**src/hdl/mpm_pkg.sv**
```systemverilog
// Package with shared types, register codes and a helper function for the pixel merge.
`timescale 1ns / 1ps
package mpm_pkg;

  // Sample and arithmetic widths.
  localparam int unsigned PixW   = 16;
  localparam int unsigned DiffW  = PixW + 1;
  localparam int unsigned ProdW  = 2 * DiffW;
  localparam int unsigned SumW   = ProdW + 1;
  localparam int unsigned ShiftW = 4;
  localparam int unsigned DepthW = 5;
  localparam int unsigned ModeW  = 2;

  // Configuration port.
  localparam int unsigned CfgIdxW  = 2;
  localparam int unsigned CfgDataW = DepthW;

  // Register indexes.
  localparam logic [CfgIdxW-1:0] RegMaskMode = 2'd0;
  localparam logic [CfgIdxW-1:0] RegBitDepth = 2'd1;

  // Mask modes. Any other code acts as one sample per pixel.
  localparam logic [ModeW-1:0] ModeQuad   = 2'd0;
  localparam logic [ModeW-1:0] ModePair   = 2'd1;
  localparam logic [ModeW-1:0] ModeSingle = 2'd2;

  // Depth limits and reset values.
  localparam logic [DepthW-1:0] MinDepth   = 5'd10;
  localparam logic [DepthW-1:0] MaxDepth   = 5'd16;
  localparam logic [ShiftW-1:0] WideShift  = 4'd15;
  localparam logic [ModeW-1:0]  ModeReset  = ModeSingle;
  localparam logic [DepthW-1:0] DepthReset = MaxDepth;

  // Stage one result: weight formed, operands prepared.
  typedef struct packed {
    logic [PixW-1:0]          dst;
    logic [PixW-1:0]          src;
    logic signed [DiffW-1:0]  diff;
    logic [PixW-1:0]          mult_op;
    logic [ShiftW-1:0]        shift;
    logic [PixW-1:0]          full;
    logic                     w_zero;
    logic                     w_full;
  } weight_stage_t;

  // Stage two result: product of difference and weight.
  typedef struct packed {
    logic [PixW-1:0]          dst;
    logic [PixW-1:0]          src;
    logic signed [ProdW-1:0]  prod;
    logic [ShiftW-1:0]        shift;
    logic [PixW-1:0]          full;
    logic                     w_zero;
    logic                     w_full;
  } prod_stage_t;

  // Stage three result: unclamped blend sum.
  typedef struct packed {
    logic [PixW-1:0]          dst;
    logic [PixW-1:0]          src;
    logic signed [SumW-1:0]   sum;
    logic [PixW-1:0]          full;
    logic                     w_zero;
    logic                     w_full;
  } sum_stage_t;

  // Rounded average of two samples.
  function automatic logic [PixW-1:0] round_avg(input logic [PixW-1:0] a,
                                                input logic [PixW-1:0] b);
    logic [PixW:0] s;
    s = {1'b0, a} + {1'b0, b} + {{PixW{1'b0}}, 1'b1};
    return s[PixW:1];
  endfunction

endpackage

```
**src/hdl/mpm_pix_in_if.sv**
```systemverilog
// Stream interface for one input transaction: destination, source and four mask samples.
`timescale 1ns / 1ps
interface mpm_pix_in_if;
  logic                        valid;
  logic                        ready;
  logic [mpm_pkg::PixW-1:0]    dst_pixel;
  logic [mpm_pkg::PixW-1:0]    src_pixel;
  logic [mpm_pkg::PixW-1:0]    mask_top_left;
  logic [mpm_pkg::PixW-1:0]    mask_top_right;
  logic [mpm_pkg::PixW-1:0]    mask_bottom_left;
  logic [mpm_pkg::PixW-1:0]    mask_bottom_right;

  modport source (
    output valid, dst_pixel, src_pixel, mask_top_left, mask_top_right,
           mask_bottom_left, mask_bottom_right,
    input  ready
  );

  modport sink (
    input  valid, dst_pixel, src_pixel, mask_top_left, mask_top_right,
           mask_bottom_left, mask_bottom_right,
    output ready
  );
endinterface

```
**src/hdl/mpm_pix_out_if.sv**
```systemverilog
// Stream interface for one output transaction: the merged sample.
`timescale 1ns / 1ps
interface mpm_pix_out_if;
  logic                        valid;
  logic                        ready;
  logic [mpm_pkg::PixW-1:0]    merged_pixel;

  modport source (
    output valid, merged_pixel,
    input  ready
  );

  modport sink (
    input  valid, merged_pixel,
    output ready
  );
endinterface

```
**src/hdl/mpm_weight.sv**
```systemverilog
// First pipeline stage: mask weight forming, depth saturation and operand setup.
`timescale 1ns / 1ps
module mpm_weight (
  input  logic                          clk_i,
  input  logic                          rst_ni,
  input  logic [mpm_pkg::ModeW-1:0]     mask_mode_i,
  input  logic [mpm_pkg::DepthW-1:0]    bit_depth_i,
  input  logic                          valid_i,
  output logic                          ready_o,
  input  logic [mpm_pkg::PixW-1:0]      dst_i,
  input  logic [mpm_pkg::PixW-1:0]      src_i,
  input  logic [mpm_pkg::PixW-1:0]      tl_i,
  input  logic [mpm_pkg::PixW-1:0]      tr_i,
  input  logic [mpm_pkg::PixW-1:0]      bl_i,
  input  logic [mpm_pkg::PixW-1:0]      br_i,
  output logic                          valid_o,
  input  logic                          ready_i,
  output mpm_pkg::weight_stage_t        data_o
);

  logic [mpm_pkg::DepthW-1:0] depth;
  logic [mpm_pkg::PixW:0]     full_wide;
  logic [mpm_pkg::PixW-1:0]   weight;
  logic                       is_wide;
  mpm_pkg::weight_stage_t     data_d;
  mpm_pkg::weight_stage_t     data_q;
  logic                       valid_q;

  // Saturate the depth into the supported range.
  always_comb begin
    if (bit_depth_i < mpm_pkg::MinDepth) begin
      depth = mpm_pkg::MinDepth;
    end else if (bit_depth_i > mpm_pkg::MaxDepth) begin
      depth = mpm_pkg::MaxDepth;
    end else begin
      depth = bit_depth_i;
    end
  end

  assign full_wide = ({{mpm_pkg::PixW{1'b0}}, 1'b1} << depth) - {{mpm_pkg::PixW{1'b0}}, 1'b1};
  assign is_wide   = (depth == mpm_pkg::MaxDepth);

  // Weight from one, two or four mask samples.
  always_comb begin
    case (mask_mode_i)
      mpm_pkg::ModeQuad: begin
        weight = mpm_pkg::round_avg(mpm_pkg::round_avg(tl_i, bl_i),
                                    mpm_pkg::round_avg(tr_i, br_i));
      end
      mpm_pkg::ModePair: begin
        weight = mpm_pkg::round_avg(tl_i, tr_i);
      end
      default: begin
        weight = tl_i;
      end
    endcase
  end

  // At full depth the weight drops one bit so the product keeps its range.
  always_comb begin
    data_d.dst     = dst_i;
    data_d.src     = src_i;
    data_d.diff    = $signed({1'b0, src_i}) - $signed({1'b0, dst_i});
    data_d.mult_op = is_wide ? {1'b0, weight[mpm_pkg::PixW-1:1]} : weight;
    data_d.shift   = is_wide ? mpm_pkg::WideShift : depth[mpm_pkg::ShiftW-1:0];
    data_d.full    = full_wide[mpm_pkg::PixW-1:0];
    data_d.w_zero  = (weight == '0);
    data_d.w_full  = (weight == full_wide[mpm_pkg::PixW-1:0]);
  end

  assign ready_o = !valid_q || ready_i;

  // Stage register.
  always_ff @(posedge clk_i or negedge rst_ni) begin
    if (!rst_ni) begin
      valid_q <= 1'b0;
    end else if (ready_o) begin
      valid_q <= valid_i;
    end
  end

  always_ff @(posedge clk_i) begin
    if (valid_i && ready_o) begin
      data_q <= data_d;
    end
  end

  assign valid_o = valid_q;
  assign data_o  = data_q;

  // A weight cannot be both zero and full scale, since full scale is never zero.
  a_flags_exclusive: assert property (@(posedge clk_i) disable iff (!rst_ni)
    valid_q |-> $onehot0({data_q.w_zero, data_q.w_full}))
    else $error("weight flags both set");

  // The shift amount stays within the saturated depth range.
  a_shift_range: assert property (@(posedge clk_i) disable iff (!rst_ni)
    valid_q |-> (data_q.shift >= mpm_pkg::MinDepth[mpm_pkg::ShiftW-1:0]))
    else $error("shift below minimum depth");

endmodule

```
**src/hdl/mpm_mult.sv**
```systemverilog
// Second pipeline stage: signed product of the sample difference and the weight.
`timescale 1ns / 1ps
module mpm_mult (
  input  logic                    clk_i,
  input  logic                    rst_ni,
  input  logic                    valid_i,
  output logic                    ready_o,
  input  mpm_pkg::weight_stage_t  data_i,
  output logic                    valid_o,
  input  logic                    ready_i,
  output mpm_pkg::prod_stage_t    data_o
);

  mpm_pkg::prod_stage_t data_d;
  mpm_pkg::prod_stage_t data_q;
  logic                 valid_q;

  // One 17 by 17 signed multiply.
  always_comb begin
    data_d.dst    = data_i.dst;
    data_d.src    = data_i.src;
    data_d.prod   = data_i.diff * $signed({1'b0, data_i.mult_op});
    data_d.shift  = data_i.shift;
    data_d.full   = data_i.full;
    data_d.w_zero = data_i.w_zero;
    data_d.w_full = data_i.w_full;
  end

  assign ready_o = !valid_q || ready_i;

  // Stage register.
  always_ff @(posedge clk_i or negedge rst_ni) begin
    if (!rst_ni) begin
      valid_q <= 1'b0;
    end else if (ready_o) begin
      valid_q <= valid_i;
    end
  end

  always_ff @(posedge clk_i) begin
    if (valid_i && ready_o) begin
      data_q <= data_d;
    end
  end

  assign valid_o = valid_q;
  assign data_o  = data_q;

endmodule

```
**src/hdl/mpm_blend.sv**
```systemverilog
// Third and fourth pipeline stages: floor shift and add, then clamp and select.
`timescale 1ns / 1ps
module mpm_blend (
  input  logic                        clk_i,
  input  logic                        rst_ni,
  input  logic                        valid_i,
  output logic                        ready_o,
  input  mpm_pkg::prod_stage_t        data_i,
  output logic                        valid_o,
  input  logic                        ready_i,
  output logic [mpm_pkg::PixW-1:0]    pixel_o
);

  logic signed [mpm_pkg::ProdW-1:0] shifted;
  mpm_pkg::sum_stage_t              sum_d;
  mpm_pkg::sum_stage_t              sum_q;
  logic                             sum_valid_q;
  logic                             sum_ready;
  logic [mpm_pkg::PixW-1:0]         pixel_d;
  logic [mpm_pkg::PixW-1:0]         pixel_q;
  logic                             out_valid_q;
  logic                             out_is_blend_q;
  logic [mpm_pkg::PixW-1:0]         out_full_q;

  // Arithmetic shift rounds toward minus infinity.
  assign shifted = data_i.prod >>> data_i.shift;

  always_comb begin
    sum_d.dst    = data_i.dst;
    sum_d.src    = data_i.src;
    sum_d.sum    = $signed({{(mpm_pkg::SumW-mpm_pkg::PixW){1'b0}}, data_i.dst})
                 + $signed({shifted[mpm_pkg::ProdW-1], shifted});
    sum_d.full   = data_i.full;
    sum_d.w_zero = data_i.w_zero;
    sum_d.w_full = data_i.w_full;
  end

  assign ready_o   = !sum_valid_q || sum_ready;
  assign sum_ready = !out_valid_q || ready_i;

  // Sum stage register.
  always_ff @(posedge clk_i or negedge rst_ni) begin
    if (!rst_ni) begin
      sum_valid_q <= 1'b0;
    end else if (ready_o) begin
      sum_valid_q <= valid_i;
    end
  end

  always_ff @(posedge clk_i) begin
    if (valid_i && ready_o) begin
      sum_q <= sum_d;
    end
  end

  // Pass-through for extreme weights, otherwise clamp to zero and full scale.
  always_comb begin
    if (sum_q.w_zero) begin
      pixel_d = sum_q.dst;
    end else if (sum_q.w_full) begin
      pixel_d = sum_q.src;
    end else if (sum_q.sum < 0) begin
      pixel_d = '0;
    end else if (sum_q.sum > $signed({{(mpm_pkg::SumW-mpm_pkg::PixW){1'b0}}, sum_q.full})) begin
      pixel_d = sum_q.full;
    end else begin
      pixel_d = sum_q.sum[mpm_pkg::PixW-1:0];
    end
  end

  // Output register.
  always_ff @(posedge clk_i or negedge rst_ni) begin
    if (!rst_ni) begin
      out_valid_q <= 1'b0;
    end else if (sum_ready) begin
      out_valid_q <= sum_valid_q;
    end
  end

  always_ff @(posedge clk_i) begin
    if (sum_valid_q && sum_ready) begin
      pixel_q        <= pixel_d;
      out_is_blend_q <= !sum_q.w_zero && !sum_q.w_full;
      out_full_q     <= sum_q.full;
    end
  end

  assign valid_o = out_valid_q;
  assign pixel_o = pixel_q;

  // A blended result never exceeds full scale of its depth.
  a_clamped: assert property (@(posedge clk_i) disable iff (!rst_ni)
    (out_valid_q && out_is_blend_q) |-> (pixel_q <= out_full_q))
    else $error("blended pixel above full scale");

  // A stalled sum stage keeps its transaction until the output register frees up.
  a_sum_hold: assert property (@(posedge clk_i) disable iff (!rst_ni)
    (sum_valid_q && !sum_ready) |=> (sum_valid_q && $stable(sum_q)))
    else $error("sum stage lost a stalled transaction");

  // A full sum stage only takes data while its downstream side can move.
  a_sum_ready: assert property (@(posedge clk_i) disable iff (!rst_ni)
    (out_valid_q && !ready_i && sum_valid_q) |-> !ready_o)
    else $error("sum stage accepted while full and stalled");

endmodule

```
**src/hdl/masked_pixel_merge.sv**
```systemverilog
// Top level of the masked pixel merge: configuration registers and the four-stage pipeline.
`timescale 1ns / 1ps
// The block blends a destination sample toward a source sample by a mask weight,
// one pixel per clock while the output is not stalled. Each transaction passes
// four register stages (weight forming, multiply, shift and add, clamp into the
// output register). The rate is one transaction per cycle, since every stage can
// accept in the cycle in which its successor moves. Registers: index 0 mask_mode
// (0 = 4:2:0, 1 = 4:2:2, 2 or 3 = 4:4:4), index 1 bit_depth (saturated to 10..16);
// write them only while the pipeline is empty.
module masked_pixel_merge (
  input  logic                            clk_i,
  input  logic                            rst_ni,
  input  logic                            cfg_we_i,
  input  logic [mpm_pkg::CfgIdxW-1:0]     cfg_idx_i,
  input  logic [mpm_pkg::CfgDataW-1:0]    cfg_wdata_i,
  mpm_pix_in_if.sink                      pix_in,
  mpm_pix_out_if.source                   pix_out
);

  logic [mpm_pkg::ModeW-1:0]  mask_mode_q;
  logic [mpm_pkg::DepthW-1:0] bit_depth_q;

  logic                       w_valid;
  logic                       w_ready;
  mpm_pkg::weight_stage_t     w_data;
  logic                       p_valid;
  logic                       p_ready;
  mpm_pkg::prod_stage_t       p_data;

  // Configuration registers.
  always_ff @(posedge clk_i or negedge rst_ni) begin
    if (!rst_ni) begin
      mask_mode_q <= mpm_pkg::ModeReset;
      bit_depth_q <= mpm_pkg::DepthReset;
    end else if (cfg_we_i) begin
      case (cfg_idx_i)
        mpm_pkg::RegMaskMode: mask_mode_q <= cfg_wdata_i[mpm_pkg::ModeW-1:0];
        mpm_pkg::RegBitDepth: bit_depth_q <= cfg_wdata_i;
        default: begin
        end
      endcase
    end
  end

  // Weight stage.
  mpm_weight u_weight (
    .clk_i       (clk_i),
    .rst_ni      (rst_ni),
    .mask_mode_i (mask_mode_q),
    .bit_depth_i (bit_depth_q),
    .valid_i     (pix_in.valid),
    .ready_o     (pix_in.ready),
    .dst_i       (pix_in.dst_pixel),
    .src_i       (pix_in.src_pixel),
    .tl_i        (pix_in.mask_top_left),
    .tr_i        (pix_in.mask_top_right),
    .bl_i        (pix_in.mask_bottom_left),
    .br_i        (pix_in.mask_bottom_right),
    .valid_o     (w_valid),
    .ready_i     (w_ready),
    .data_o      (w_data)
  );

  // Multiply stage.
  mpm_mult u_mult (
    .clk_i   (clk_i),
    .rst_ni  (rst_ni),
    .valid_i (w_valid),
    .ready_o (w_ready),
    .data_i  (w_data),
    .valid_o (p_valid),
    .ready_i (p_ready),
    .data_o  (p_data)
  );

  // Shift, add and clamp stages.
  mpm_blend u_blend (
    .clk_i   (clk_i),
    .rst_ni  (rst_ni),
    .valid_i (p_valid),
    .ready_o (p_ready),
    .data_i  (p_data),
    .valid_o (pix_out.valid),
    .ready_i (pix_out.ready),
    .pixel_o (pix_out.merged_pixel)
  );

endmodule

```
**src/flat_wrapper.sv**
```systemverilog
// flat-port wrapper written by rule: the top's interface ports become plain ports
module masked_pixel_merge_flat 
  (clk_i, rst_ni, cfg_we_i, cfg_idx_i, cfg_wdata_i, pix_in_valid, pix_in_dst_pixel, pix_in_src_pixel, pix_in_mask_top_left, pix_in_mask_top_right, pix_in_mask_bottom_left, pix_in_mask_bottom_right, pix_in_ready, pix_out_valid, pix_out_merged_pixel, pix_out_ready);
  mpm_pix_in_if pix_in_i ();
  mpm_pix_out_if pix_out_i ();
  input  logic clk_i;
  input  logic rst_ni;
  input  logic cfg_we_i;
  input  logic [mpm_pkg::CfgIdxW-1:0] cfg_idx_i;
  input  logic [mpm_pkg::CfgDataW-1:0] cfg_wdata_i;
  input wire logic [$bits(pix_in_i.valid)-1:0] pix_in_valid;
  input wire logic [$bits(pix_in_i.dst_pixel)-1:0] pix_in_dst_pixel;
  input wire logic [$bits(pix_in_i.src_pixel)-1:0] pix_in_src_pixel;
  input wire logic [$bits(pix_in_i.mask_top_left)-1:0] pix_in_mask_top_left;
  input wire logic [$bits(pix_in_i.mask_top_right)-1:0] pix_in_mask_top_right;
  input wire logic [$bits(pix_in_i.mask_bottom_left)-1:0] pix_in_mask_bottom_left;
  input wire logic [$bits(pix_in_i.mask_bottom_right)-1:0] pix_in_mask_bottom_right;
  output wire logic [$bits(pix_in_i.ready)-1:0] pix_in_ready;
  output wire logic [$bits(pix_out_i.valid)-1:0] pix_out_valid;
  output wire logic [$bits(pix_out_i.merged_pixel)-1:0] pix_out_merged_pixel;
  input wire logic [$bits(pix_out_i.ready)-1:0] pix_out_ready;
  assign pix_in_i.valid = pix_in_valid;
  assign pix_in_i.dst_pixel = pix_in_dst_pixel;
  assign pix_in_i.src_pixel = pix_in_src_pixel;
  assign pix_in_i.mask_top_left = pix_in_mask_top_left;
  assign pix_in_i.mask_top_right = pix_in_mask_top_right;
  assign pix_in_i.mask_bottom_left = pix_in_mask_bottom_left;
  assign pix_in_i.mask_bottom_right = pix_in_mask_bottom_right;
  assign pix_in_ready = pix_in_i.ready;
  assign pix_out_valid = pix_out_i.valid;
  assign pix_out_merged_pixel = pix_out_i.merged_pixel;
  assign pix_out_i.ready = pix_out_ready;
  masked_pixel_merge u_core (.clk_i(clk_i), .rst_ni(rst_ni), .cfg_we_i(cfg_we_i), .cfg_idx_i(cfg_idx_i), .cfg_wdata_i(cfg_wdata_i), .pix_in(pix_in_i), .pix_out(pix_out_i));
endmodule
```
**config.mk**
```make
export PLATFORM = sky130hd
export DESIGN_NAME = masked_pixel_merge_flat
export DESIGN_NICKNAME = d
export VERILOG_FILES = /design/src/hdl/mpm_pkg.sv /design/src/hdl/mpm_pix_in_if.sv /design/src/hdl/mpm_pix_out_if.sv /design/src/hdl/mpm_weight.sv /design/src/hdl/mpm_mult.sv /design/src/hdl/mpm_blend.sv /design/src/hdl/masked_pixel_merge.sv /design/src/flat_wrapper.sv
export SDC_FILE = /design/constraint.sdc
export NUM_CORES = 1
export LEC_CHECK = 0
export BUFFER_PORTS_ARGS = -buffer_cell sky130_fd_sc_hd__buf_2
export CAP_MARGIN = 5
export CORE_ASPECT_RATIO = 1.5
export CORE_UTILIZATION = 40
export DETAILED_ROUTE_END_ITERATION = 10
export PLACE_DENSITY = 0.66
export SYNTH_ARGS = -nofsm -noshare
export SYNTH_HDL_FRONTEND = slang
export SYNTH_HIERARCHICAL = 1
export SYNTH_SLANG_ARGS = --single-unit
```
**constraint.sdc**
```tcl
create_clock -name clk_i -period 9.05 [get_ports clk_i]
set_clock_uncertainty 0.05 [all_clocks]
set_input_delay 1.81 -clock clk_i [delete_from_list [all_inputs] [get_ports clk_i]]
set_output_delay 1.81 -clock clk_i [all_outputs]
set_load 0.01 [all_outputs]
```
* Word level (Yosys, flattened, before mapping)
Index checks and enable logic that the tools add are counted.
** Storage, ports and cells
- Bits in registers :: 287
- Logic and storage cells :: 76
** Operators by class
- Muxes and demuxes :: 8
- Shifts and indexed selects :: 2
- Reductions and logical operators :: 17
- Equality and inequality tests :: 4
- $lt $le $gt $ge :: 4
- $add $sub $neg :: 11
- $mul :: 1
** Operators by type and width (number)
- 16-bit by 16-bit adder with 17-bit output :: 4
- 17-bit by 1-bit adder with 17-bit output (second input constant) :: 4
- 16-bit two-way mux :: 4
- 17-bit by 34-bit adder with 35-bit output :: 1
- 35-bit by 17-bit > comparator with 1-bit output :: 1
- 35-bit by 1-bit less-than comparator with 1-bit output (second input constant) :: 1
- 17-bit by 17-bit multiplier with 34-bit output :: 1
- 34-bit by 4-bit >>> shifter with 34-bit output :: 1
- 16-bit one-hot mux with 2 select lines :: 1
- 16-bit by 16-bit subtractor with 17-bit output :: 1
- 16-bit equality test :: 1
- 16-bit logical NOT :: 1
- 1-bit by 5-bit << shifter with 16-bit output (first input constant) :: 1
- 16-bit by 1-bit subtractor with 16-bit output (second input constant) :: 1
- 15-bit two-way mux :: 1
- 5-bit two-way mux :: 2
- 5-bit equality test (second input constant) :: 1
- 5-bit > comparator (second input constant) :: 1
- 5-bit by 4-bit less-than comparator with 1-bit output (second input constant) :: 1
- 2-bit by 1-bit equality test with 1-bit output (second input constant) :: 2
- 1-bit logical AND :: 4
- 1-bit logical NOT :: 4
- 2-bit logical NOT :: 2
- 1-bit logical OR :: 4
- 2-bit AND reduction :: 2

* Longest topological paths before layout
- Depth after elaboration :: 6
- Depth in mapped cells :: 23
- Gate-level depth less buffers :: 22

* By module
Netlist, hierarchy kept.
** Modules (own cells, without submodules)
- mpm_mult :: times used 1, cells each 1289, area an instance 13260.2 µm²
- mpm_weight :: times used 1, cells each 710, area an instance 7184.4 µm²
- mpm_blend :: times used 1, cells each 630, area an instance 6994.2 µm²
- masked_pixel_merge :: times used 1, cells each 16, area an instance 289.0 µm²

* Least setup slack after synthesis
OpenSTA, ideal clock, no wires.
- Path type :: register -> register
- From :: reg u_core.u_weight.data_q (netlist bit u_core/u_weight/data_o[25])
- To :: reg u_core.u_mult.data_q (netlist bit u_core/u_mult/data_o[53]), data pin
- Stages on the path, launching flop included :: 19
- Buffers on the path :: 1
- Required time :: 8.741 ns
- Period minus slack after synthesis :: 6.480 ns
- Data arrival time :: 6.171 ns
- Setup slack :: 2.570 ns
- Path through :: edfxtp_1 -> clkbuf_1 -> nand2_1 -> fa_1 -> inv_1 -> fa_1 -> fa_1 -> fa_1 -> fa_1 -> inv_1 -> fa_1 -> inv_1 -> ha_1 -> or4_1 -> a41oi_1 -> o21ai_1 -> a41oi_1 -> nor3b_1 -> a211o_1
** RTL lines
- start: declaration :: RTL line mpm_weight.sv:26 : mpm_pkg::weight_stage_t data_q;
- start signal: assignment :: RTL line mpm_weight.sv:84 : data_q <= data_d;
- end signal: assignment :: RTL line mpm_mult.sv:42 : data_q <= data_d;
- end: declaration :: RTL line mpm_mult.sv:15 : mpm_pkg::prod_stage_t data_q;

==> flow_summary.toml <==
[status]
outcome = "complete, no violations"

[placed_design]
gp_congestion = 0.903
io_buffers = 125
dpl.hpwl_um = 54700
place_inst = 3594
pre_cts_ws_ps = 1990

[floorplanning]
die_h_um = 324
io_pins = 126
rows = 117
core_um2 = 68200
die_w_um = 217
start_util_pct = 40.6
die_area_um2 = 70400

[logic_synthesis]
syn_inst = 2645
synth.yosys.warnings = 6
async_flop_share_pct = 3.83
ys_types = 108
avgSynthCellArea_um2 = 10.5
ys_ff_latch = 287
syn_area_um2 = 27700
synth_edf_count = 276
synth_seq_area_share_pct = 30.9
ys.flop_type = "edfxtp_1"

[global_route]
grt_pass1_wl_um = 106000
track_usage_pct = 19.1
grt.overflow.total = 0
grt_pass1_vias = 20100
antenna_found_initial = 1
grt_max_degree = 70

[cts]
cts_buffers = 26
clkSinkCount = 287
cts.clk_slew.worst_paths_ps = 80
htree_levels = 1
root_buffer = "clkbuf_16"
cts_tree = "done"
clock_latency_ps = 560
clockBufferDepth = 3
cts_hold_buffers = 0
postCtsSetupBuffers = 0
cts_resized = 0

[detailed_routing]
drtIter0Drc = 1004
routed_wl_um = 66800
vias_per_cell = 5.34
ant_nets = 0
wl_per_cell_um = 18.4
vias = 19400
remaining_drc_errors = 0
firstDrtPassIters = 5

[flow_run]
drv_cap = 0

[sta]
period_share_pct = 77.1
setup_ws_ps = 2070
finalCriticalPeriod_ps = 6980
fin_tns_setup_ps = 0
finalMaxSlewViolations = 0
fmax_mhz = 143
setup_viol = 0
finalHoldViolations = 0
tightest_slew_ps = 1180
slew_headroom_pct = 21.1
rsz0062_at_grt = "false"

[min_path]
hp-class = "flip-flop to flip-flop"

[finish]
fin_cells = 3640
areaGrowthSynthToFinish_pct = 8.11
drive_above_1_share_pct = 10.1
multi_input_area_um2 = 17200
num-fill-cells = 6592
post-route-util_pct = 43.9
finalNetCount = 3319
final_cell_mix = "inv_1 (421), fa_1 (285), edfxtp_1 (276)"
seqCellArea_um2 = 8570
layout_commonest_cell = "inv_1"

[worst_setup_path]
startpoint_type = "flip-flop"
cp-end-kind = "flip-flop"
crit_arrival_ps = 7250
path_max_fanout = 17
crit_type = "flip-flop to flip-flop"
cp.required_ps = 9320
[per-stage QoR]
| stage | cell area (um^2) | hold slack, ps |
|---|---|---|
| 5_1_grt | 30000 | 356 |
| 3_5_place_dp | 29200 | 355 |
| 6_report | 30000 | 365 |
| 4_1_cts | 30000 | 367 |
| 3_3_place_gp | 29200 | 351 |
| 2_1_floorplan | 27800 | 350 |
[metal layers]
metal  wire, um  track usage, %  up-vias
met2      36100            36.3      514
met4       3050            8.22        0
li1           -               -     9145
met1      25200            21.3     9597
met3       2380            1.57      176
met5          0               0        -
[cells in the mapped netlist, drive strengths merged (8+ instances only)]
cell,number,area share [%]
a211oi,22,0.65
a21boi,8,0.22
a21o,43,1.2
a21oi,104,1.9
a22oi,17,0.46
a31oi,21,0.50
and2,127,2.9
and3,21,0.48
buf,17,0.44
clkbuf,69,1.1
dfrtp,9,0.81
edfxtp,276,30
fa,285,21
ha,196,8.8
inv,421,5.7
mux2,24,0.97
mux2i,59,2.1
mux4,20,1.7
nand2,253,3.4
nand2b,25,0.56
nand3,32,0.68
nand4,18,0.43
nor2,100,1.4
nor2b,19,0.43
nor3,35,0.67
o211ai,17,0.48
o21a,21,0.57
o21ai,108,2.0
o21bai,13,0.35
o31ai,9,0.29
or2,9,0.20
or3,12,0.28
xnor2,92,2.9
xor2,30,0.95
[final timing paths]
| check | from | to | slack [ps] | cells past startpoint |
|---|---|---|---|---|
| max | u_core/u_weight/data_o[25] | u_core/u_mult/data_o[53] | 2070 | 17 |
| min reg2reg | u_core/u_weight/data_o[6] | u_core/u_mult/data_o[6] | 360 | 0 |
| max reg2reg | u_core/u_weight/data_o[25] | u_core/u_mult/data_o[53] | 2070 | 17 |
| max in group asynchronous | rst_ni | u_core/mask_mode_q[1] | 7630 | 1 |
| min | u_core/u_weight/data_o[6] | u_core/u_mult/data_o[6] | 360 | 0 |
| min in group asynchronous | rst_ni | u_core/bit_depth_q[3] | 1060 | 1 |
[critical path: stages, from the launching register on]
cell and delay [ps]:
edfxtp_1 720, nand2_1 230, fa_1 730, inv_1 140, fa_1 910, fa_1 520, fa_1 480, fa_1 540
inv_1 50, fa_1 530, inv_1 40, ha_1 250, or4_1 540, a41oi_1 210, o21ai_1 150, a41oi_1 330
nor3b_1 90, a211o_1 230
[flip-flops by register name, indices dropped and copies added, names as in the netlist]
| name | flops |
|---|---|
| u_core/u_mult/valid_o | 1 |
| u_core/u_weight/data_o | 87 |
| u_core/u_blend/sum_valid_q | 1 |
| u_core/u_weight/valid_o | 1 |
| u_core/bit_depth_q | 5 |
| u_core/u_blend/valid_o | 1 |
| u_core/u_blend/pixel_o | 16 |
| u_core/u_mult/data_o | 88 |
| u_core/u_blend/sum_q | 85 |
| u_core/mask_mode_q | 2 |
[kinds of logic after synthesis]
logic type               Yosys count  share of synthesized area [%]
AND/OR/NAND/NOR                  682                           12.4
buffers and inverters            509                           7.28
adder cells (fa/ha/maj)          481                           29.4
AO/OA/AOI/OAI                    459                           11.2
flip-flops                       287                           30.9
XOR/XNOR                         123                           3.93
multiplexers                     103                           4.78
other                              1                         0.0135
[layout make-up]
| cell class | instances | area share, % |
|---|---|---|
| repair buffers | 136 | 2.36 |
| clock inverters | 17 | 0.513 |
| multi-input cells | 1856 | 57.3 |
| flip-flops and latches | 287 | 28.6 |
| diodes | 1 | 0.00835 |
| well taps | 892 | 3.72 |
| inverters | 423 | 5.30 |
| clock buffers | 28 | 2.20 |
Power is not shown: default switching activity piles up to over one toggle a cycle in this logic, so the estimate is an artifact.
